**config.mk**
```make
export PLATFORM = sky130hd
export DESIGN_NAME = rvex_queue
export DESIGN_NICKNAME = d
export VERILOG_FILES = /design/src/rtl/core/rvex_pkg.sv /design/src/rtl/core/rvex_queue.sv
export SDC_FILE = /design/constraint.sdc
export NUM_CORES = 1
export LEC_CHECK = 0
export BUFFER_PORTS_ARGS = -buffer_cell sky130_fd_sc_hd__clkbuf_2
export CELL_PAD_IN_SITES_DETAIL_PLACEMENT = 0
export CELL_PAD_IN_SITES_GLOBAL_PLACEMENT = 2
export CORE_MARGIN = 2
export CORE_UTILIZATION = 40
export DETAILED_ROUTE_END_ITERATION = 6
export GPL_ROUTABILITY_DRIVEN = 0
export PLACE_DENSITY = 0.7
export SLEW_MARGIN = 10
export SYNTH_ARGS = -nofsm -noshare
export SYNTH_HDL_FRONTEND = slang
export SYNTH_SLANG_ARGS = --single-unit
```
**constraint.sdc**
```tcl
create_clock -name clk -period 16.85 [get_ports clk]
set_clock_uncertainty 0.2 [all_clocks]
set_input_delay 2.5275 -clock clk [delete_from_list [all_inputs] [get_ports clk]]
set_output_delay 2.5275 -clock clk [all_outputs]
set_load 0.01 [all_outputs]
```
**src/rtl/core/rvex_pkg.sv**
```systemverilog
`timescale 1ns / 1ps
// ----------------------------------------------------------------------------
// rvex_pkg
// Shared types and constants of the RV32IM execute unit.
// ----------------------------------------------------------------------------
package rvex_pkg;

    localparam int QUEUE_DEPTH = 4;

    localparam logic [2:0] KIND_DONE    = 3'd0;
    localparam logic [2:0] KIND_LOAD    = 3'd1;
    localparam logic [2:0] KIND_STORE   = 3'd2;
    localparam logic [2:0] KIND_SYSTEM  = 3'd3;
    localparam logic [2:0] KIND_ILLEGAL = 3'd4;

    localparam logic [6:0] OP_LUI    = 7'h37;
    localparam logic [6:0] OP_AUIPC  = 7'h17;
    localparam logic [6:0] OP_JAL    = 7'h6f;
    localparam logic [6:0] OP_JALR   = 7'h67;
    localparam logic [6:0] OP_BRANCH = 7'h63;
    localparam logic [6:0] OP_LOAD   = 7'h03;
    localparam logic [6:0] OP_STORE  = 7'h23;
    localparam logic [6:0] OP_IMM    = 7'h13;
    localparam logic [6:0] OP_REG    = 7'h33;
    localparam logic [6:0] OP_SYSTEM = 7'h73;

    localparam logic [31:0] UPPER_MASK = 32'hfffff000;

    localparam logic [6:0] F7_BASE = 7'h00;
    localparam logic [6:0] F7_MULDIV = 7'h01;
    localparam logic [6:0] F7_ALT = 7'h20;

    localparam logic [1:0] CMP_EQ  = 2'd0;
    localparam logic [1:0] CMP_LT  = 2'd2;
    localparam logic [1:0] CMP_LTU = 2'd3;

    typedef enum logic [4:0] {
        FN_ADD    = 5'd0,
        FN_SUB    = 5'd1,
        FN_SLL    = 5'd2,
        FN_SLT    = 5'd3,
        FN_SLTU   = 5'd4,
        FN_XOR    = 5'd5,
        FN_SRL    = 5'd6,
        FN_SRA    = 5'd7,
        FN_OR     = 5'd8,
        FN_AND    = 5'd9,
        FN_MUL    = 5'd10,
        FN_MULH   = 5'd11,
        FN_MULHSU = 5'd12,
        FN_MULHU  = 5'd13,
        FN_DIV    = 5'd14,
        FN_DIVU   = 5'd15,
        FN_REM    = 5'd16,
        FN_REMU   = 5'd17
    } fn_t;

    typedef struct packed {
        logic [2:0]  kind;
        logic [4:0]  rd;
        logic        wr;
        fn_t         fn;
        logic [31:0] op_a;
        logic [31:0] op_b;
        logic        link_sel;
        logic [31:0] link;
        logic [31:0] seq_pc;
        logic [31:0] target;
        logic        jump;
        logic        branch;
        logic [2:0]  br_f3;
        logic        is_mem;
        logic [1:0]  mem_size;
        logic        load_signed;
        logic [31:0] store_data;
    } op_t;

    typedef struct packed {
        logic [2:0]  kind;
        logic        write_enable;
        logic [4:0]  dest_index;
        logic [31:0] dest_value;
        logic [31:0] next_pc;
        logic        branch_taken;
        logic [31:0] mem_address;
        logic [1:0]  mem_size;
        logic        load_signed;
        logic [31:0] store_data;
    } result_t;

endpackage

```
**src/rtl/core/rvex_queue.sv**
```systemverilog
`timescale 1ns / 1ps
// ----------------------------------------------------------------------------
// rvex_queue
// Small register queue between the decode front and the execute back.
// ----------------------------------------------------------------------------
module rvex_queue
    import rvex_pkg::*;
#(
    parameter int DEPTH = QUEUE_DEPTH
)
(
    input  logic clk,
    input  logic rst_n,
    input  logic in_valid,
    output logic in_ready,
    input  op_t  in_op,
    output logic out_valid,
    input  logic out_ready,
    output op_t  out_op
);

    localparam int PW = (DEPTH > 1) ? $clog2(DEPTH) : 1;
    localparam int CW = $clog2(DEPTH + 1);

    op_t           entry_reg [DEPTH];
    logic [PW-1:0] wr_ptr_reg;
    logic [PW-1:0] wr_ptr_next;
    logic [PW-1:0] rd_ptr_reg;
    logic [PW-1:0] rd_ptr_next;
    logic [CW-1:0] count_reg;
    logic [CW-1:0] count_next;
    logic          push;
    logic          pop;

    assign in_ready  = (count_reg != CW'(DEPTH));
    assign out_valid = (count_reg != '0);
    assign out_op    = entry_reg[rd_ptr_reg];
    assign push      = in_valid && in_ready;
    assign pop       = out_valid && out_ready;

    always_comb
    begin
        wr_ptr_next = wr_ptr_reg;
        rd_ptr_next = rd_ptr_reg;
        count_next = count_reg;
        if (push)
        begin
            wr_ptr_next = (wr_ptr_reg == PW'(DEPTH - 1)) ? '0 : wr_ptr_reg + 1'b1;
        end
        if (pop)
        begin
            rd_ptr_next = (rd_ptr_reg == PW'(DEPTH - 1)) ? '0 : rd_ptr_reg + 1'b1;
        end
        if (push && !pop)
        begin
            count_next = count_reg + 1'b1;
        end
        else if (pop && !push)
        begin
            count_next = count_reg - 1'b1;
        end
    end

    always_ff @(posedge clk or negedge rst_n)
    begin
        if (!rst_n)
        begin
            wr_ptr_reg <= '0;
            rd_ptr_reg <= '0;
            count_reg <= '0;
        end
        else
        begin
            wr_ptr_reg <= wr_ptr_next;
            rd_ptr_reg <= rd_ptr_next;
            count_reg <= count_next;
        end
    end

    always_ff @(posedge clk)
    begin
        if (push)
        begin
            entry_reg[wr_ptr_reg] <= in_op;
        end
    end

endmodule

```
==> results.md <==
* Status: complete, no violations
* WHS Path Cells at 1
* Setup violators final at 0
* # fillers at 6303
* Tightest Hold Check Type: reg -> reg
* P per Cell Area at 181 nW/um^2
* Cell chosen for the clock root: clkbuf_16
* Vias at 14.1k
* Mux share of post-synthesis cell area at 15.6%
* F_max at 140 MHz
* Drt drc at 0
* CP Buf/Inv Count at 3
* GRT overflow at 0
* Logic pwr share at 27.5%
* Most frequent cell after synthesis: edfxtp_1
* # IOs at 438
* Worst relative slew slack at 26.4%
* FF+latch count, synth at 871
* Synth Flop Type: edfxtp_1
* WHS at 311 ps
* Max FFs per register at 864
* Via count of the first global-routing pass at 15.2k
* Crit Path Category: reg -> out
* Post-synthesis cell type count at 18
* Initial Utilization at 40.5%
* Final #Nets at 1894
* Synth Area in XOR/XNOR at 0.0834%
* Mean post-synth cell area at 27.1 um^2
* Post-CTS sizing at 0
* Seq/Total Area, Yosys at 82.9%
* Warnings, synthesis at 0
* First DRT Iteration DRCs at 943
* Fin. max-slew vios at 0
* Drt first pass iters at 4
* Peak supply drop at 95.2 uV
* Async SR Flop Fraction at 0.804%
* Htree depth at 3
* Adder-Cell Fraction of Synth Area at 0.302%
* Clock latency on the worst-skew pair at 620 ps
* Final Critical Period at 7120 ps
* Synth Area in Compound Gates at 0.0238%
* Port bufs at 437
* Largest area contributor in the synthesized netlist: edfxtp_1
* Crit path launch type: flop
* CP Depth at 4
* Synth top area share at 82.3%
* Period utilization at 42.3%
* Antenna violations before repair at 8
* Post-synth EDFFs at 864
* Post-cts hold buffer count at 0
* P&R area growth vs syn at 20.1%
* Synth Instances at 1165
* Syn_nets at 1392
* Clock network fraction of total power at 28.5%
* Clk slew on worst S/H paths at 60 ps
* Pwr Total at 6.85 mW
* Post-Synth Simple-Gate Area at 0.171%
* Util after Layout at 48.7%
* Core Rows at 102
* Combinational family with the most area after synthesis: multiplexers
* Synth cell count leaders: 864 x edfxtp_1, 216 x mux4_2, 26 x buf_2
* Leak Pwr at 12.8 nW
* Cell family with most CP delay: buffers and inverters
* Setup TNS at 0 ps
* Final hold violations at 0
* Die width at 285 um
* Longest Clk Path Bufs at 3
* Slowest stage cell on the critical path: dfrtp_4
* Total core area at 77700 um^2
* DR vias/cell at 5.06
* Antenna Nets Post-Route at 0
* Crit path arrival time at 4390 ps
* RSZ-0062 raised after global routing: no
* CP endpoint kind: output port
* Synth area leaders: edfxtp_1 82%, mux4_2 15%, dfrtp_1 0.56%
* CP dominant cell by count: buf_4
* Largest net degree at the start of global routing at 67
* DIE HEIGHT at 285 um
* Switching Fraction at 29.5%
* Pint at 4.83 mW
* CTS Buf Count at 92
* Cell Chain, Critical Path: buf_4 -> buf_4 -> mux4_2 -> clkbuf_2
* Post-Layout Cell Count at 2780
* Setup Fix Bufs, Post-CTS at 0
* Total track usage at 16.3%
* Dpl cells at 2613
* Share of layout cells above drive strength 1 at 46.6%
* Slowest stage delay, CP at 1110 ps
* Least-Margin Pin Slew at 1100 ps
* Die area at 81000 um^2
* Post-DP HPWL at 39600 um
* Final WL at 66000 um
* Max-Cap Viols at 0
* CTS sink cnt at 871
* Mapped Area at 31500 um^2
* Sequential power share at 44.0%
* Switch Pwr at 2.02 mW
* Drt wl/cell at 23.7 um
* CTS tree: built
* First-pass GRT wire length at 98400 um
* Max Fanout on Critical Path at 54
* Worst r2r path cells at 5
* Crit path required time at 14120 ps
[cell families (layout without fill, tap and decap cells)]
kind of cell / count (synthesis) / after routing
mux: 221 / 221
buf+inv: 51 / 625
flops: 871 / 871
compound gates: 1 / 1
simple gates: 11 / 11
other cells: 0 / 1
xor+xnor: 3 / 3
fa+ha+maj: 7 / 7
[per-stage QoR]
step | worst slack [ps] | cell area [um^2]
after floorplan | 8210 | 31500
after global placement | 10180 | 34900
after detailed placement | 10190 | 34900
after CTS | 9500 | 37800
after global routing | 9190 | 37800
final | 9730 | 37800
[worst reg2reg max path, cell delays in order (launching register included)]
cell and delay [ps]:
dfrtp_1 430, nor2_1 80, a21boi_1 570, and2_4 640, buf_4 880, buf_4 910
[layout make-up]
class	instances	area (um^2)	area share, %
antenna	1	2.50	0.00661
inverter	3	11.3	0.0298
clock buffer	114	2410	6.36
timing repair buffer	456	2330	6.16
tap	1040	1300	3.44
multi-input combinational	243	5110	13.5
sequential	871	26100	69.0
clock inverter	52	548	1.45
[placed cells by master (no fill, tap or decap), drive strengths merged]
master,synthesis,routed
buf,48,19
xnor2,1,1
mux2,5,5
bufinv,0,8
clkbuf,0,551
clkinvlp,0,4
nand2,2,2
edfxtp,864,864
and2,4,4
clkinv,0,37
dfrtp,7,7
diode,0,1
mux4,216,216
a21boi,1,1
or3,1,1
fa,1,1
nor2,4,4
xor2,2,2
inv,3,6
ha,6,6
[routing by layer]
metal  global-route usage (%)  wire length [um]  share of wire (%)
met1                     20.8             26300                 40
met2                     26.6             32900                 50
met3                     5.57              5560                8.4
met4                     4.38              1140                1.7
met5                        0                81               0.12
[power by group through the flow]
stage                     registers [mW]  clock network [mW]  logic, mW
after global placement              3.05                   0       1.95
after CTS                           3.02                2.01       1.96
final                               3.01                1.95       1.88
after global routing                3.05                2.10       2.03
after detailed placement            3.07                   0       1.95
after floorplan                     3.06                   0       1.24
[final timing paths]
path / from / to / slack (ps)
min in group asynchronous: rst_n / count_reg[2] / 1560
max reg2reg: count_reg[0] / entry_reg[1][44] / 12650
min reg2reg: count_reg[2] / count_reg[2] / 310
min: count_reg[2] / count_reg[2] / 310
max in group asynchronous: rst_n / rd_ptr_reg[0] / 14650
max: rd_ptr_reg[0] / out_op[25] / 9730
(Power assumes the default switching activity.)
