## config.mk

```make
export PLATFORM = sky130hd
export DESIGN_NAME = rvex_back
export DESIGN_NICKNAME = d
export VERILOG_FILES = /design/src/rtl/core/rvex_pkg.sv /design/src/rtl/core/rvex_back.sv
export SDC_FILE = /design/constraint.sdc
export NUM_CORES = 2
export LEC_CHECK = 0
export BUFFER_PORTS_ARGS = -buffer_cell sky130_fd_sc_hd__buf_4
export CAP_MARGIN = 0
export CORE_MARGIN = 5
export CORE_UTILIZATION = 24
export DETAILED_ROUTE_END_ITERATION = 16
export GPL_TIMING_DRIVEN = 0
export PLACE_DENSITY = 0.38
export SLEW_MARGIN = 10
export SYNTH_ARGS = -nofsm -noshare
export SYNTH_HDL_FRONTEND = slang
export SYNTH_SLANG_ARGS = --single-unit
```

## constraint.sdc

```tcl
create_clock -name clk -period 17.05 [get_ports clk]
set_clock_uncertainty 0.1 [all_clocks]
set_input_delay 0.8525 -clock clk [delete_from_list [all_inputs] [get_ports clk]]
set_output_delay 0.8525 -clock clk [all_outputs]
set_load 0.01 [all_outputs]
```

## src/rtl/core/rvex_pkg.sv

```systemverilog
`timescale 1ns / 1ps
// ----------------------------------------------------------------------------
// rvex_pkg
// Shared types and constants of the RV32IM execute unit.
// ----------------------------------------------------------------------------
package rvex_pkg;

    localparam int QUEUE_DEPTH = 4;

    localparam logic [2:0] KIND_DONE    = 3'd0;
    localparam logic [2:0] KIND_LOAD    = 3'd1;
    localparam logic [2:0] KIND_STORE   = 3'd2;
    localparam logic [2:0] KIND_SYSTEM  = 3'd3;
    localparam logic [2:0] KIND_ILLEGAL = 3'd4;

    localparam logic [6:0] OP_LUI    = 7'h37;
    localparam logic [6:0] OP_AUIPC  = 7'h17;
    localparam logic [6:0] OP_JAL    = 7'h6f;
    localparam logic [6:0] OP_JALR   = 7'h67;
    localparam logic [6:0] OP_BRANCH = 7'h63;
    localparam logic [6:0] OP_LOAD   = 7'h03;
    localparam logic [6:0] OP_STORE  = 7'h23;
    localparam logic [6:0] OP_IMM    = 7'h13;
    localparam logic [6:0] OP_REG    = 7'h33;
    localparam logic [6:0] OP_SYSTEM = 7'h73;

    localparam logic [31:0] UPPER_MASK = 32'hfffff000;

    localparam logic [6:0] F7_BASE = 7'h00;
    localparam logic [6:0] F7_MULDIV = 7'h01;
    localparam logic [6:0] F7_ALT = 7'h20;

    localparam logic [1:0] CMP_EQ  = 2'd0;
    localparam logic [1:0] CMP_LT  = 2'd2;
    localparam logic [1:0] CMP_LTU = 2'd3;

    typedef enum logic [4:0] {
        FN_ADD    = 5'd0,
        FN_SUB    = 5'd1,
        FN_SLL    = 5'd2,
        FN_SLT    = 5'd3,
        FN_SLTU   = 5'd4,
        FN_XOR    = 5'd5,
        FN_SRL    = 5'd6,
        FN_SRA    = 5'd7,
        FN_OR     = 5'd8,
        FN_AND    = 5'd9,
        FN_MUL    = 5'd10,
        FN_MULH   = 5'd11,
        FN_MULHSU = 5'd12,
        FN_MULHU  = 5'd13,
        FN_DIV    = 5'd14,
        FN_DIVU   = 5'd15,
        FN_REM    = 5'd16,
        FN_REMU   = 5'd17
    } fn_t;

    typedef struct packed {
        logic [2:0]  kind;
        logic [4:0]  rd;
        logic        wr;
        fn_t         fn;
        logic [31:0] op_a;
        logic [31:0] op_b;
        logic        link_sel;
        logic [31:0] link;
        logic [31:0] seq_pc;
        logic [31:0] target;
        logic        jump;
        logic        branch;
        logic [2:0]  br_f3;
        logic        is_mem;
        logic [1:0]  mem_size;
        logic        load_signed;
        logic [31:0] store_data;
    } op_t;

    typedef struct packed {
        logic [2:0]  kind;
        logic        write_enable;
        logic [4:0]  dest_index;
        logic [31:0] dest_value;
        logic [31:0] next_pc;
        logic        branch_taken;
        logic [31:0] mem_address;
        logic [1:0]  mem_size;
        logic        load_signed;
        logic [31:0] store_data;
    } result_t;

endpackage

```

## src/rtl/core/rvex_back.sv

```systemverilog
`timescale 1ns / 1ps
// ----------------------------------------------------------------------------
// rvex_back
// Executes decoded items: combinational ALU, registered multiply and
// bit-serial divide, with a registered result.
// ----------------------------------------------------------------------------
module rvex_back
    import rvex_pkg::*;
(
    input  logic    clk,
    input  logic    rst_n,
    input  logic    in_valid,
    output logic    in_ready,
    input  op_t     in_op,
    output logic    out_valid,
    input  logic    out_ready,
    output result_t out_result
);

    typedef enum logic [3:0] {
        ST_RUN = 4'b0001,
        ST_MUL = 4'b0010,
        ST_DIV = 4'b0100,
        ST_FIN = 4'b1000
    } state_t;

    state_t      state_reg;
    state_t      state_next;
    op_t         cur_reg;
    logic [63:0] prod_reg;
    logic [31:0] rem_reg;
    logic [31:0] rem_next;
    logic [31:0] quo_reg;
    logic [31:0] quo_next;
    logic [31:0] divisor_reg;
    logic [4:0]  cnt_reg;
    logic        out_valid_reg;
    result_t     out_reg;

    logic        out_free;
    logic        is_mul;
    logic        is_div;
    logic        div_signed;
    logic [31:0] alu_value;
    logic [31:0] mul_value;
    logic [31:0] div_value;
    logic [32:0] trial;
    logic [32:0] trial_sub;

    assign out_free   = !out_valid_reg || out_ready;
    assign in_ready   = (state_reg == ST_RUN) && out_free;
    assign out_valid  = out_valid_reg;
    assign out_result = out_reg;

    assign is_mul = (in_op.fn == FN_MUL) || (in_op.fn == FN_MULH) ||
                    (in_op.fn == FN_MULHSU) || (in_op.fn == FN_MULHU);
    assign is_div = (in_op.fn == FN_DIV) || (in_op.fn == FN_DIVU) ||
                    (in_op.fn == FN_REM) || (in_op.fn == FN_REMU);
    assign div_signed = (in_op.fn == FN_DIV) || (in_op.fn == FN_REM);

    always_comb
    begin
        case (in_op.fn)
            FN_SUB:  alu_value = in_op.op_a - in_op.op_b;
            FN_SLL:  alu_value = in_op.op_a << in_op.op_b[4:0];
            FN_SLT:  alu_value = {31'd0, $signed(in_op.op_a) < $signed(in_op.op_b)};
            FN_SLTU: alu_value = {31'd0, in_op.op_a < in_op.op_b};
            FN_XOR:  alu_value = in_op.op_a ^ in_op.op_b;
            FN_SRL:  alu_value = in_op.op_a >> in_op.op_b[4:0];
            FN_SRA:  alu_value = 32'($signed(in_op.op_a) >>> in_op.op_b[4:0]);
            FN_OR:   alu_value = in_op.op_a | in_op.op_b;
            FN_AND:  alu_value = in_op.op_a & in_op.op_b;
            default: alu_value = in_op.op_a + in_op.op_b;
        endcase
    end

    always_comb
    begin
        case (cur_reg.fn)
            FN_MUL: mul_value = prod_reg[31:0];
            FN_MULH: mul_value = prod_reg[63:32]
                                 - (cur_reg.op_a[31] ? cur_reg.op_b : 32'd0)
                                 - (cur_reg.op_b[31] ? cur_reg.op_a : 32'd0);
            FN_MULHSU: mul_value = prod_reg[63:32]
                                   - (cur_reg.op_a[31] ? cur_reg.op_b : 32'd0);
            default: mul_value = prod_reg[63:32];
        endcase
    end

    always_comb
    begin
        case (cur_reg.fn)
            FN_DIV:
            begin
                if (cur_reg.op_b == 32'd0)
                begin
                    div_value = 32'hffffffff;
                end
                else
                begin
                    div_value = (cur_reg.op_a[31] ^ cur_reg.op_b[31]) ? -quo_reg : quo_reg;
                end
            end
            FN_REM:  div_value = cur_reg.op_a[31] ? -rem_reg : rem_reg;
            FN_REMU: div_value = rem_reg;
            default: div_value = quo_reg;
        endcase
    end

    assign trial     = {rem_reg, quo_reg[31]};
    assign trial_sub = trial - {1'b0, divisor_reg};

    always_comb
    begin
        if (!trial_sub[32])
        begin
            rem_next = trial_sub[31:0];
            quo_next = {quo_reg[30:0], 1'b1};
        end
        else
        begin
            rem_next = trial[31:0];
            quo_next = {quo_reg[30:0], 1'b0};
        end
    end

    function automatic result_t build(input op_t op, input logic [31:0] value);
        result_t r;
        logic    cond;
        case (op.br_f3[2:1])
            CMP_EQ:  cond = (op.op_a == op.op_b);
            CMP_LT:  cond = ($signed(op.op_a) < $signed(op.op_b));
            CMP_LTU: cond = (op.op_a < op.op_b);
            default: cond = 1'b0;
        endcase
        cond = cond ^ op.br_f3[0];
        r.kind = op.kind;
        r.write_enable = op.wr;
        r.dest_index = op.rd;
        r.dest_value = op.wr ? (op.link_sel ? op.link : value) : 32'd0;
        r.branch_taken = op.jump || (op.branch && cond);
        r.next_pc = r.branch_taken ? op.target : op.seq_pc;
        r.mem_address = op.is_mem ? value : 32'd0;
        r.mem_size = op.mem_size;
        r.load_signed = op.load_signed;
        r.store_data = op.store_data;
        return r;
    endfunction

    always_comb
    begin
        state_next = state_reg;
        case (state_reg)
            ST_RUN:
            begin
                if (in_valid && out_free)
                begin
                    if (is_mul)
                    begin
                        state_next = ST_MUL;
                    end
                    else if (is_div)
                    begin
                        state_next = ST_DIV;
                    end
                end
            end
            ST_MUL:
            begin
                if (out_free)
                begin
                    state_next = ST_RUN;
                end
            end
            ST_DIV:
            begin
                if (cnt_reg == 5'd31)
                begin
                    state_next = ST_FIN;
                end
            end
            ST_FIN:
            begin
                if (out_free)
                begin
                    state_next = ST_RUN;
                end
            end
            default: state_next = ST_RUN;
        endcase
    end

    always_ff @(posedge clk or negedge rst_n)
    begin
        if (!rst_n)
        begin
            state_reg <= ST_RUN;
            out_valid_reg <= 1'b0;
        end
        else
        begin
            state_reg <= state_next;
            if (out_ready)
            begin
                out_valid_reg <= 1'b0;
            end
            if ((state_reg == ST_RUN && in_valid && out_free && !is_mul && !is_div) ||
                ((state_reg == ST_MUL || state_reg == ST_FIN) && out_free))
            begin
                out_valid_reg <= 1'b1;
            end
        end
    end

    always_ff @(posedge clk)
    begin
        case (state_reg)
            ST_RUN:
            begin
                if (in_valid && out_free)
                begin
                    cur_reg <= in_op;
                    prod_reg <= in_op.op_a * in_op.op_b;
                    rem_reg <= 32'd0;
                    quo_reg <= (div_signed && in_op.op_a[31]) ? -in_op.op_a : in_op.op_a;
                    divisor_reg <= (div_signed && in_op.op_b[31]) ? -in_op.op_b : in_op.op_b;
                    cnt_reg <= 5'd0;
                    if (!is_mul && !is_div)
                    begin
                        out_reg <= build(in_op, alu_value);
                    end
                end
            end
            ST_MUL:
            begin
                if (out_free)
                begin
                    out_reg <= build(cur_reg, mul_value);
                end
            end
            ST_DIV:
            begin
                rem_reg <= rem_next;
                quo_reg <= quo_next;
                cnt_reg <= cnt_reg + 5'd1;
            end
            ST_FIN:
            begin
                if (out_free)
                begin
                    out_reg <= build(cur_reg, div_value);
                end
            end
            default:
            begin
                cnt_reg <= 5'd0;
            end
        endcase
    end

endmodule

```

==> flow_metrics.env <==
export IMPL_drc=0
export IMPL_worst_r2r_path_depth=20
export IMPL_r2r_start="cur_reg[201]"
export IMPL_antenna_found_initial=60
export IMPL_r2r_end="out_result[130]"
export IMPL_maxCapViolCount=0
export IMPL_top_layer_used="met5"
export IMPL_cts_reportedPaths_clkPinSlew_ps=70
export IMPL_syn_nets=9425
export IMPL_ys_warn_count=0
export IMPL_layout_common_cells="inv_1, nand2_1, fa_1"
export IMPL_syn_area_per_cell_um2=9.083
export IMPL_synthesis_area_mm2=0.07094
export IMPL_startpoint_type="primary input"
export IMPL_rows=199
export IMPL_hp_start="in_op[23]"
export IMPL_drive_above_1_share=0.09635
export IMPL_ys_top_cells_by_area="fa_1, edfxtp_1, ha_1"
export IMPL_worstPathArrival_ps=12900
export IMPL_rsz0062_at_grt="no"
export IMPL_wl_met1_mm=178.4
export IMPL_async_flop_share=0.009506
export IMPL_worstMarginPinSlew_ps=1483
export IMPL_vias=66500
export IMPL_grt_overflow_total=0
export IMPL_cp_max_fo=11
export IMPL_nets=9890
export IMPL_slew_headroom=0.01110
export IMPL_cts_buffers=61
export IMPL_die_area_mm2=0.3066
export IMPL_grt_pass1_vias=66000
export IMPL_setup_violations_final=0
export IMPL_yosysSeqAreaShare=0.2223
export IMPL_root_buffer="clkbuf_16"
export IMPL_synth_edff_count=521
export IMPL_min_period_ps=12690
export IMPL_worstHoldEndpoint="cur_reg[23]"
export IMPL_cts_sinks=526
export IMPL_synth_top_area_frac=0.2540
export IMPL_dieHeight_um=553.7
export IMPL_crit_path_end_kind="flip-flop"
export IMPL_syn2layout_area_growth_pct=15.03
export IMPL_die_x_um=553.7
export IMPL_yosysTopAreaCell="fa_1"
export IMPL_detail_route_antenna_nets=0
export IMPL_wl_per_cell_um=35.37
export IMPL_cts_setup_buffers=0
export IMPL_insertion_delay_ps=730
export IMPL_dp_hpwl_mm=354.4
export IMPL_dr_pass1_iters=6
export IMPL_cts_hold_buf=1
export IMPL_met2_wirelength_mm=187.9
export IMPL_h_tree_depth=2
export IMPL_dp_slack_ps=4068
export IMPL_hold_path_cell_count=1
export IMPL_outcome="complete, no violations"
export IMPL_slew_viol_final=0
export IMPL_hold_viol_final=0
export IMPL_postLayoutSetupSlackWorst_ps=4355
export IMPL_ys_ff_latch=526
export IMPL_core_region_area_mm2=0.2941
export IMPL_routed_wl_mm=433.7
export IMPL_drtIter0Drc=7356
export IMPL_initial_utilization=0.2413
export IMPL_max_freq_ghz=0.07877
export IMPL_cp_required_ps=17250
export IMPL_fin_crit_sh=0.7446
export IMPL_cts_buffer_depth=3
export IMPL_grt_first_pass_wirelength_mm=581.4
export IMPL_min_path_type="primary input to flip-flop"
export IMPL_ys_types=108
export IMPL_synth_cells=7810
export IMPL_viasPerCell=5.423
export IMPL_post_cts_resized=0
export IMPL_gp_congestion=0.9950
export IMPL_layout_cells_most_common="inv_1"
export IMPL_io_pins=363
export IMPL_worstSetupPathType="primary input to flip-flop"
export IMPL_tritoncts="done"
export IMPL_largest_reg_flops=216
export IMPL_grt_usage=0.2736
export IMPL_timing_reg2reg_setup_slack_ps=9730
export IMPL_io_buffers=362
export IMPL_grt_max_degree=32
export IMPL_ys_flop_type="edfxtp_1"
export IMPL_wl_met3_mm=36.55
==> Yosys cell counts (all sizes together), types with 39 or more instances <==
cell type / count
ha: 495
and2: 39
a21o: 109
a31oi: 54
xor2: 73
nor2: 890
nand2b: 48
buf: 141
o22ai: 45
nor2b: 41
nand4: 49
o211ai: 39
a211oi: 56
nor3: 121
xnor2: 164
mux4: 64
nand3: 82
mux2i: 54
o31ai: 49
edfxtp: 521
a21oi: 406
clkbuf: 332
inv: 1082
nor4: 44
nand2: 965
o221ai: 45
o21ai: 323
fa: 900
==> cell families after synthesis <==
logic type	count (synthesis)	synth area share
flip-flops	526	0.2223
buffers and inverters	1574	0.08550
AO/OA/AOI/OAI	1529	0.1444
XOR/XNOR	237	0.02926
adder cells (fa/ha/maj)	1395	0.3413
AND/OR/NAND/NOR	2417	0.1467
multiplexers	132	0.03048
==> through the flow <==
| stage | instance area [µm²] | util | TNS, ps | hold WS [ps] | instances |
|---|---|---|---|---|---|
| 3_3_place_gp | 78560 | 0.2672 | -2347970 | 395.4 | 12090 |
| 5_1_grt | 81580 | 0.2774 | 0 | 174.2 | 12250 |
| 2_1_floorplan | 70940 | - | 0 | 390.5 | 7810 |
| 6_report | 81610 | 0.2775 | 0 | 210.5 | 12260 |
| 3_5_place_dp | 79530 | 0.2705 | 0 | 402.9 | 12130 |
| 4_1_cts | 81550 | 0.2773 | 0 | 151.1 | 12240 |
==> final cells by class <==
class / instances / area (µm²)
Antenna cell: 21 / 52.55
Sequential cell: 526 / 15770
Inverter: 1101 / 4133
Timing Repair Buffer: 402 / 3543
Buffer: 473 / 2022
Fill cell: 31830 / 212400
Tap cell: 3919 / 4903
Clock inverter: 46 / 461.7
Clock buffer: 66 / 1545
Multi-Input combinational cell: 5710 / 49170
==> critical path: stages <==
cell and delay (ps):
buf_4 210, inv_1 190, clkbuf_1 590, buf_1 640, clkbuf_1 1010, buf_1 920
nor2_1 150, fa_1 560, inv_1 50, fa_1 460, fa_1 550, fa_1 580
inv_1 60, fa_1 500, inv_1 60, fa_1 530, inv_1 50, fa_1 550
fa_1 440, ha_1 290, clkbuf_1 350, nand2_1 140, or3_1 450, o31a_1 370
o31a_1 360, o31ai_4 600, a21oi_1 160, nor4b_1 1130
==> worst max-delay path by stage <==
| stage | from | endpoint | slack, ps | cells past startpoint |
|---|---|---|---|---|
| final | in_op[141] | prod_reg[62] | 4360 | 28 |
| after global routing | in_op[141] | prod_reg[45] | 4480 | 29 |
| after CTS | in_op[141] | prod_reg[62] | 4810 | 28 |
| after detailed placement | in_op[141] | prod_reg[62] | 4070 | 28 |
| after global placement | out_ready | prod_reg[57] | -7620 | 4 |
| after floorplan | out_ready | cur_reg[0] | 1980 | 3 |
==> per-layer routing <==
metal  up-vias  GRT usage
li1      27240          -
met2      3673     0.4167
met3       826    0.05834
met1     34740     0.3571
met4        22     0.1617
met5         -          0
Power is not shown: default switching activity piles up to over one toggle a cycle in this logic, so the estimate is an artifact.
