File: src/rtl/core/rvex_pkg.sv
`timescale 1ns / 1ps
// ----------------------------------------------------------------------------
// rvex_pkg
// Shared types and constants of the RV32IM execute unit.
// ----------------------------------------------------------------------------
package rvex_pkg;

    localparam int QUEUE_DEPTH = 4;

    localparam logic [2:0] KIND_DONE    = 3'd0;
    localparam logic [2:0] KIND_LOAD    = 3'd1;
    localparam logic [2:0] KIND_STORE   = 3'd2;
    localparam logic [2:0] KIND_SYSTEM  = 3'd3;
    localparam logic [2:0] KIND_ILLEGAL = 3'd4;

    localparam logic [6:0] OP_LUI    = 7'h37;
    localparam logic [6:0] OP_AUIPC  = 7'h17;
    localparam logic [6:0] OP_JAL    = 7'h6f;
    localparam logic [6:0] OP_JALR   = 7'h67;
    localparam logic [6:0] OP_BRANCH = 7'h63;
    localparam logic [6:0] OP_LOAD   = 7'h03;
    localparam logic [6:0] OP_STORE  = 7'h23;
    localparam logic [6:0] OP_IMM    = 7'h13;
    localparam logic [6:0] OP_REG    = 7'h33;
    localparam logic [6:0] OP_SYSTEM = 7'h73;

    localparam logic [31:0] UPPER_MASK = 32'hfffff000;

    localparam logic [6:0] F7_BASE = 7'h00;
    localparam logic [6:0] F7_MULDIV = 7'h01;
    localparam logic [6:0] F7_ALT = 7'h20;

    localparam logic [1:0] CMP_EQ  = 2'd0;
    localparam logic [1:0] CMP_LT  = 2'd2;
    localparam logic [1:0] CMP_LTU = 2'd3;

    typedef enum logic [4:0] {
        FN_ADD    = 5'd0,
        FN_SUB    = 5'd1,
        FN_SLL    = 5'd2,
        FN_SLT    = 5'd3,
        FN_SLTU   = 5'd4,
        FN_XOR    = 5'd5,
        FN_SRL    = 5'd6,
        FN_SRA    = 5'd7,
        FN_OR     = 5'd8,
        FN_AND    = 5'd9,
        FN_MUL    = 5'd10,
        FN_MULH   = 5'd11,
        FN_MULHSU = 5'd12,
        FN_MULHU  = 5'd13,
        FN_DIV    = 5'd14,
        FN_DIVU   = 5'd15,
        FN_REM    = 5'd16,
        FN_REMU   = 5'd17
    } fn_t;

    typedef struct packed {
        logic [2:0]  kind;
        logic [4:0]  rd;
        logic        wr;
        fn_t         fn;
        logic [31:0] op_a;
        logic [31:0] op_b;
        logic        link_sel;
        logic [31:0] link;
        logic [31:0] seq_pc;
        logic [31:0] target;
        logic        jump;
        logic        branch;
        logic [2:0]  br_f3;
        logic        is_mem;
        logic [1:0]  mem_size;
        logic        load_signed;
        logic [31:0] store_data;
    } op_t;

    typedef struct packed {
        logic [2:0]  kind;
        logic        write_enable;
        logic [4:0]  dest_index;
        logic [31:0] dest_value;
        logic [31:0] next_pc;
        logic        branch_taken;
        logic [31:0] mem_address;
        logic [1:0]  mem_size;
        logic        load_signed;
        logic [31:0] store_data;
    } result_t;

endpackage

File: src/rtl/core/rvex_front.sv
`timescale 1ns / 1ps
// ----------------------------------------------------------------------------
// rvex_front
// Decodes one instruction into operands, a function code and control.
// ----------------------------------------------------------------------------
module rvex_front
    import rvex_pkg::*;
(
    input  logic [31:0] instruction,
    input  logic [31:0] rs1_value,
    input  logic [31:0] rs2_value,
    input  logic [31:0] current_pc,
    output op_t         op
);

    logic [6:0]  opc;
    logic [4:0]  rd;
    logic [2:0]  f3;
    logic [6:0]  f7;
    logic [31:0] immi;
    logic [31:0] imms;
    logic [31:0] immb;
    logic [31:0] immj;
    logic [31:0] immu;
    logic [31:0] jalr_sum;
    logic        bad;

    assign opc  = instruction[6:0];
    assign rd   = instruction[11:7];
    assign f3   = instruction[14:12];
    assign f7   = instruction[31:25];
    assign immi = {{20{instruction[31]}}, instruction[31:20]};
    assign imms = {{20{instruction[31]}}, instruction[31:25], instruction[11:7]};
    assign immb = {{20{instruction[31]}}, instruction[7], instruction[30:25],
                   instruction[11:8], 1'b0};
    assign immj = {{12{instruction[31]}}, instruction[19:12], instruction[20],
                   instruction[30:21], 1'b0};
    assign immu = instruction & UPPER_MASK;
    assign jalr_sum = rs1_value + immi;

    always_comb
    begin
        op = '0;
        op.kind = KIND_DONE;
        op.fn = FN_ADD;
        op.link = current_pc + 32'd4;
        op.seq_pc = current_pc + 32'd4;
        op.br_f3 = f3;
        bad = 1'b0;
        case (opc)
            OP_LUI:
            begin
                op.wr = 1'b1;
                op.op_b = immu;
            end
            OP_AUIPC:
            begin
                op.wr = 1'b1;
                op.op_a = current_pc;
                op.op_b = immu;
            end
            OP_JAL:
            begin
                op.wr = 1'b1;
                op.link_sel = 1'b1;
                op.jump = 1'b1;
                op.target = current_pc + immj;
            end
            OP_JALR:
            begin
                if (f3 != 3'd0)
                begin
                    bad = 1'b1;
                end
                op.wr = 1'b1;
                op.link_sel = 1'b1;
                op.jump = 1'b1;
                op.target = {jalr_sum[31:1], 1'b0};
            end
            OP_BRANCH:
            begin
                if (f3[2:1] == 2'd1)
                begin
                    bad = 1'b1;
                end
                op.branch = 1'b1;
                op.op_a = rs1_value;
                op.op_b = rs2_value;
                op.target = current_pc + immb;
            end
            OP_LOAD:
            begin
                if (f3 == 3'd3 || f3 > 3'd5)
                begin
                    bad = 1'b1;
                end
                op.kind = KIND_LOAD;
                op.is_mem = 1'b1;
                op.op_a = rs1_value;
                op.op_b = immi;
                op.mem_size = f3[1:0];
                op.load_signed = (f3 < 3'd2);
            end
            OP_STORE:
            begin
                if (f3 > 3'd2)
                begin
                    bad = 1'b1;
                end
                op.kind = KIND_STORE;
                op.is_mem = 1'b1;
                op.op_a = rs1_value;
                op.op_b = imms;
                op.mem_size = f3[1:0];
                op.store_data = rs2_value;
            end
            OP_IMM:
            begin
                op.wr = 1'b1;
                op.op_a = rs1_value;
                op.op_b = immi;
                case (f3)
                    3'd0: op.fn = FN_ADD;
                    3'd1:
                    begin
                        op.fn = FN_SLL;
                        bad = (f7 != F7_BASE);
                    end
                    3'd2: op.fn = FN_SLT;
                    3'd3: op.fn = FN_SLTU;
                    3'd4: op.fn = FN_XOR;
                    3'd5:
                    begin
                        op.fn = f7[5] ? FN_SRA : FN_SRL;
                        bad = (f7 != F7_BASE) && (f7 != F7_ALT);
                    end
                    3'd6: op.fn = FN_OR;
                    default: op.fn = FN_AND;
                endcase
            end
            OP_REG:
            begin
                op.wr = 1'b1;
                op.op_a = rs1_value;
                op.op_b = rs2_value;
                if (f7 == F7_MULDIV)
                begin
                    case (f3)
                        3'd0: op.fn = FN_MUL;
                        3'd1: op.fn = FN_MULH;
                        3'd2: op.fn = FN_MULHSU;
                        3'd3: op.fn = FN_MULHU;
                        3'd4: op.fn = FN_DIV;
                        3'd5: op.fn = FN_DIVU;
                        3'd6: op.fn = FN_REM;
                        default: op.fn = FN_REMU;
                    endcase
                end
                else if (f7 == F7_ALT)
                begin
                    case (f3)
                        3'd0: op.fn = FN_SUB;
                        3'd5: op.fn = FN_SRA;
                        default: bad = 1'b1;
                    endcase
                end
                else if (f7 == F7_BASE)
                begin
                    case (f3)
                        3'd0: op.fn = FN_ADD;
                        3'd1: op.fn = FN_SLL;
                        3'd2: op.fn = FN_SLT;
                        3'd3: op.fn = FN_SLTU;
                        3'd4: op.fn = FN_XOR;
                        3'd5: op.fn = FN_SRL;
                        3'd6: op.fn = FN_OR;
                        default: op.fn = FN_AND;
                    endcase
                end
                else
                begin
                    bad = 1'b1;
                end
            end
            OP_SYSTEM:
            begin
                op.kind = KIND_SYSTEM;
                op.seq_pc = current_pc;
            end
            default: bad = 1'b1;
        endcase

        if (bad)
        begin
            op.kind = KIND_ILLEGAL;
            op.seq_pc = current_pc;
            op.wr = 1'b0;
            op.fn = FN_ADD;
            op.jump = 1'b0;
            op.branch = 1'b0;
            op.is_mem = 1'b0;
            op.mem_size = 2'd0;
            op.load_signed = 1'b0;
            op.store_data = 32'd0;
        end
        if (rd == 5'd0)
        begin
            op.wr = 1'b0;
        end
        op.rd = (op.kind == KIND_DONE || op.kind == KIND_LOAD) ? rd : 5'd0;
    end

endmodule

File: config.mk
export PLATFORM = sky130hd
export DESIGN_NAME = rvex_front
export DESIGN_NICKNAME = d
export VERILOG_FILES = /design/src/rtl/core/rvex_pkg.sv /design/src/rtl/core/rvex_front.sv
export SDC_FILE = /design/constraint.sdc
export NUM_CORES = 1
export LEC_CHECK = 0
export ABC_AREA = 1
export BUFFER_PORTS_ARGS = -buffer_cell sky130_fd_sc_hd__buf_2
export CAP_MARGIN = 30
export CORE_MARGIN = 1.5
export CORE_UTILIZATION = 35
export DETAILED_ROUTE_END_ITERATION = 8
export RECOVER_POWER = 50
export SYNTH_ARGS = -nofsm -noshare
export SYNTH_HDL_FRONTEND = slang
export SYNTH_SLANG_ARGS = --single-unit
File: constraint.sdc
create_clock -name vclk -period 8.6
set_input_delay 1.72 -clock vclk [all_inputs]
set_output_delay 1.72 -clock vclk [all_outputs]
set_load 0.02 [all_outputs]
==> qor.txt, run 1 <==
Status = finished with violations
Violated checks = capacitance limit, slew limit
Syn_area_per_cell = 4.65 sq um
Total GRT Usage = 32.7%
Vias in the first global route = 11000
Min Tclk post-route = 7.60 ns
Number of cells on the critical path = 14
Drt wl/cell = 17.0 microns
Pre-CTS worst setup slack = 1.77 ns
Vias per cell = 5.12
Post-DP HPWL = 35000 microns
Slew HR = -37.1%
RSZ-0062 raised after global routing = false
Slowest stage delay, CP = 1.46 ns
Fin. Hold Viols = 0
Port Buffer Count = 344
Worst Setup SP = instruction[31]
Final Wtd Congestion = 0.949
Antenna-violating nets left = 0
# DRC = 0
Die footprint = 24500 sq um
Detailed Routing Iterations Pass 1 = 6
Remaining Overflow, GRT = 0
Syn nets = 1970
Vias = 12300
Total wire length = 40800 microns
Mapped Cells = 1777
Setup repair bufs after CTS = 0
CP max-delay cell = clkbuf_1
Final Max Slew Viols = 37
Number of max-cap violations = 1
Final setup vio count = 0
Most common cell after layout, fill and taps aside = nand2_1
Setup ws final = 0.996 ns
IR drop worst, VDD = 0.0266 mV
First-pass GRT wire length = 61900 microns
Largest net degree at the start of global routing = 59
Worst EP required = 6.88 ns
Crit Path Max Fanout = 36
Warnings from Yosys = 0
Clkbuf count = 0
Worst path top cell family by delay = buffers and inverters
Row count = 56
Setup TNS = 0 ns
P_leak = 6.26 nW
Placed cells = 2396
Initial core utilization = 35.4%
Area delta synth->final = 21.6%
Critical path type = primary input to output port
Initial antenna violation count = 1
Worst path bufs/invs = 6
CTS-repair resized insts = 0
Most frequent cells in the layout = nand2_1, inv_1, buf_2
DRT iter0 DRCs = 1117
CP endpoint kind = output port
Nets = 2272
Post-CTS Hold Buffers = 0
PD cells = 51.6 nW/um^2
Post-Layout Cell Count = 2397
Post-synthesis sequential area ratio = 0%
Area of the core = 23300 sq um
Critical path cell sequence = buf_2 > clkbuf_1 > inv_1 > nand2_1 > o21ai_0 > inv_1 > ha_1 > nand2_1 > inv_1 > a21oi_1 > nand3_1 > o21ai_0 > nand2_1 > buf_2
Seq_cells = 0
Register area = 0 sq um
Fmax = 132 MHz
Period utilization = 88.4%
Tightest Pin Transition = 2.06 ns
Layout cells sized above 1 = 13.3%
Die Wd = 157 microns
Die Y = 157 microns
Min-Delay Path Class = primary input to output port
Netlist cell types = 39
# IOs = 344
Arrival time at the worst endpoint = 5.88 ns
Critical path endpoint = op[54]
Synth Cell Area = 8260 sq um
Critical Path Start Type = primary input
[where the power goes]
part	total, W	internal (W)	switching, W
clock network	0.0000000000155	0.0000000000155	0
logic	0.000518	0.000162	0.000356
registers	0	0	0
total	0.000518	0.000162	0.000356
[through the flow]
| step | instance area (sq um) | total power (W) | util, % | hold slack (ns) |
|---|---|---|---|---|
| after CTS | 10200 | 0.000514 | 43.7 | 3.71 |
| after floorplan | 8260 | 0.000339 | - | 3.54 |
| final | 10000 | 0.000518 | 43.0 | 3.72 |
| after detailed placement | 10200 | 0.000512 | 43.7 | 3.71 |
| after global routing | 10000 | 0.000579 | 43.0 | 3.73 |
| after global placement | 10200 | 0.000508 | 43.6 | 3.70 |
[cell families (layout without fill, tap and decap cells)]
group           Yosys count  in the layout  share of synthesized area, %
compound gates          247            247                          16.7
xor+xnor                 26             26                          2.76
fa+ha+maj                65             65                          10.0
buf+inv                 386            686                          18.3
other cells               0              1                             0
simple gates           1053           1053                          52.2
[cell type report]
class                      instances  area, sq um
timing repair buffer             350         1650
fill                            2838        13300
inverter                         336         1260
tap                              319          399
antenna                            1         2.50
multi-input combinational       1391         6730
[routing by layer]
metal,track usage (%),wire length (microns),part of all wire [%],vias to the layer above
met2,52.0,17700,43,569
met3,3.82,3730,9.2,50
met1,47.2,18500,45,5493
met4,6.12,847,2.1,0
met5,0,0,0,-
li1,-,-,-,6156
[how the worst min path moves through the flow]
| stage | start | to | slack [ns] | cells after the start |
|---|---|---|---|---|
| 2_1_floorplan | current_pc[2] | op[107] | 3.54 | 1 |
| 3_3_place_gp | current_pc[0] | op[73] | 3.70 | 2 |
| 3_5_place_dp | current_pc[0] | op[105] | 3.71 | 2 |
| 4_1_cts | current_pc[0] | op[105] | 3.71 | 2 |
| 5_1_grt | current_pc[0] | op[73] | 3.73 | 2 |
| 6_report | current_pc[0] | op[73] | 3.72 | 2 |
[synth_stat cells, drive strengths merged]
cell type / instances / area [sq um]
ha: 63 / 788
nand4: 13 / 87.6
nor2: 223 / 873
nor3: 12 / 75.1
o31ai: 1 / 7.51
a21oi: 71 / 367
o21bai: 6 / 45.0
inv: 335 / 1260
or2: 8 / 50.1
fa: 2 / 40.0
and2: 5 / 31.3
o221ai: 20 / 175
a32o: 2 / 20.0
xnor2: 8 / 70.1
nand3b: 9 / 67.6
clkinv: 1 / 3.75
nor4: 2 / 12.5
xor2: 18 / 158
and3: 1 / 6.26
o211ai: 5 / 37.5
nand3: 132 / 666
buf: 21 / 140
o22ai: 10 / 62.6
a21o: 1 / 7.51
a22o: 1 / 8.76
clkbuf: 29 / 109
nand2: 648 / 2440
o21ai: 130 / 651
Note: power is estimated with default switching activity, not from simulation.
==> run 2, diff against run 1 <==
--- a/config.mk
+++ b/config.mk
@@ -8,7 +8,7 @@
 export ABC_AREA = 1
 export BUFFER_PORTS_ARGS = -buffer_cell sky130_fd_sc_hd__buf_2
 export CAP_MARGIN = 30
-export CORE_MARGIN = 1.5
+export CORE_MARGIN = 2
 export CORE_UTILIZATION = 35
 export DETAILED_ROUTE_END_ITERATION = 8
 export RECOVER_POWER = 50
==> run 2 against run 1 <==
The flow now finishes without violations; critical path depth is 1 lower; first-iteration DRC count decreased by 7.2%; flip-flop and latch count unchanged; largest cell class unchanged; setup slack improved by 0.86 ns; hold slack improved by 0.011 ns; combinational power barely moved; critical path type unchanged; design area is 0.15% higher; utilization up 0.064 points; count of clock-buffer cells in the layout did not move; via count shrank 0.59%; global-route usage shrank 0.92 points.
==> qor.txt, run 2 (synthesized netlist as in run 1, its figures left out) <==
Met1 WL = 18600 microns (+0.43%)
Most common cell after layout, fill and taps aside = nand2_1
Die Y = 158 microns (+0.64%)
Nets = 2273 (+0.044%)
Total wire length = 40700 microns (-0.24%)
Clkbuf count = 0 (unchanged)
DRT iter0 DRCs = 1037 (-7.2%)
CP endpoint kind = output port
First-pass GRT wire length = 61400 microns (-0.88%)
P_leak = 6.30 nW (+0.62%)
Vias in the first global route = 11000 (-0.055%)
Vias per cell = 5.09 (-0.63%)
Setup TNS = 0 ns (unchanged)
# IOs = 344 (unchanged)
Detailed Routing Iterations Pass 1 = 6 (unchanged)
Total GRT Usage = 31.7% (-0.92 points)
Arrival time at the worst endpoint = 5.03 ns (-0.85 ns)
Vias = 12200 (-0.59%)
Final Wtd Congestion = 1.01 (+6.6%)
CTS-repair resized insts = 0 (unchanged)
Layout cells sized above 1 = 13.4% (+0.14 points)
Fmax = 148 MHz (+13%)
Area delta synth->final = 21.8%
Row count = 56 (unchanged)
Largest net degree at the start of global routing = 59 (unchanged)
PD cells = 51.4 nW/um^2 (-0.41%)
# DRC = 0 (unchanged)
Drt wl/cell = 17.0 microns (-0.28%)
Slew HR = 25.5% (+63 points)
Initial core utilization = 35.4% (unchanged)
Fill cell total of the finished layout = 2821 (-0.60%)
Period utilization = 78.5% (-9.9 points)
Cells on Worst Hold Path = 2 (unchanged)
Max Used Layer = met4
Die Wd = 158 microns (+0.64%)
Multi-input gate area = 6720 sq um (-0.11%)
Fin. Hold Viols = 0 (unchanged)
Antenna-violating nets left = 0 (unchanged)
Critical path type = primary input to output port
Status = finished, final reports clean
Setup ws final = 1.85 ns (+0.855 ns)
Final setup vio count = 0 (unchanged)
Area of the core = 23300 sq um (unchanged)
Met3 WL = 3380 microns (-9.3%)
Register area = 0 sq um (unchanged)
Initial antenna violation count = 1 (unchanged)
Final Max Slew Viols = 0 (-100%)
Die footprint = 24800 sq um (+1.3%)
Tightest Pin Transition = 1.12 ns (-0.938 ns)
Post-CTS Hold Buffers = 0 (unchanged)
Port Buffer Count = 344 (unchanged)
Number of max-cap violations = 0 (-1)
Critical path cell sequence = clkbuf_1 > nor2_1 > nand2_1 > nor2_4 > buf_4 > inv_2 > o22ai_1 > nand2_1 > nand2_1 > buf_16 > nand2_1 > nand2_1 > buf_2
Slowest stage delay, CP = 0.97 ns (-0.49 ns)
Remaining Overflow, GRT = 0 (unchanged)
Worst path most repeated cell = nand2_1
Min Tclk post-route = 6.75 ns (-0.855 ns)
Setup repair bufs after CTS = 0 (unchanged)
Min-Delay Path Class = primary input to output port
IR drop worst, VDD = 0.0278 mV (+4.8%)
DR WL met2 = 17800 microns (+0.87%)
Worst EP required = 6.88 ns (about the same)
Most frequent cells in the layout = nand2_1, inv_1, buf_2
Pre-CTS worst setup slack = 2.13 ns (+0.354 ns)
Critical Path Start Type = primary input
RSZ-0062 raised after global routing = false
Crit Path Max Fanout = 55 (+53%)
Post-DP HPWL = 35200 microns (+0.80%)
Seq_cells = 0 (unchanged)
CP max-delay cell = nand2_1
Hold slack = 3.73 ns (+0.0106 ns)
-- run 2: path summary, 6_finish.rpt --
kind                            from  slack (ns)      end
worst max-delay path  instruction[2]        1.85   op[79]
worst min-delay path   current_pc[0]        3.73  op[105]
-- run 2: critical path: cells and delay by family --
| kind | cells | cell delay [ns] |
|---|---|---|
| compound gates | 1 | 0.12 |
| buf+inv | 5 | 1.11 |
| simple gates | 7 | 2.06 |
-- run 2: routing by layer --
layer / track usage, % / vias up
met5: 0 / -
met4: 5.80 / 0
met3: 3.23 / 58
met2: 51.4 / 548
met1: 45.7 / 5438
li1: - / 6152
-- run 2: area by class of cell --
type               count  area share, %
diodes                 1         0.0249
inverters            336           12.5
multi-input cells   1391           66.8
well taps            319           3.97
repair buffers       351           16.6
-- run 2: where the power goes --
part           switching (W)  leakage, nW     internal (W)
Clock                      0   0.00000634  0.0000000000156
Combinational       0.000355         6.30         0.000161
Sequential                 0            0                0
Total               0.000355         6.30         0.000161
-- run 2: per-stage QoR --
| stage | instances | total power [W] | area, sq um | utilization, % |
|---|---|---|---|---|
| floorplan | 1777 | 0.000339 | 8260 | - |
| global placement | 2395 | 0.000510 | 10200 | 43.6 |
| detailed placement | 2397 | 0.000513 | 10200 | 43.8 |
| CTS | 2397 | 0.000516 | 10200 | 43.8 |
| global route | 2398 | 0.000579 | 10100 | 43.1 |
| finish | 2398 | 0.000517 | 10100 | 43.1 |
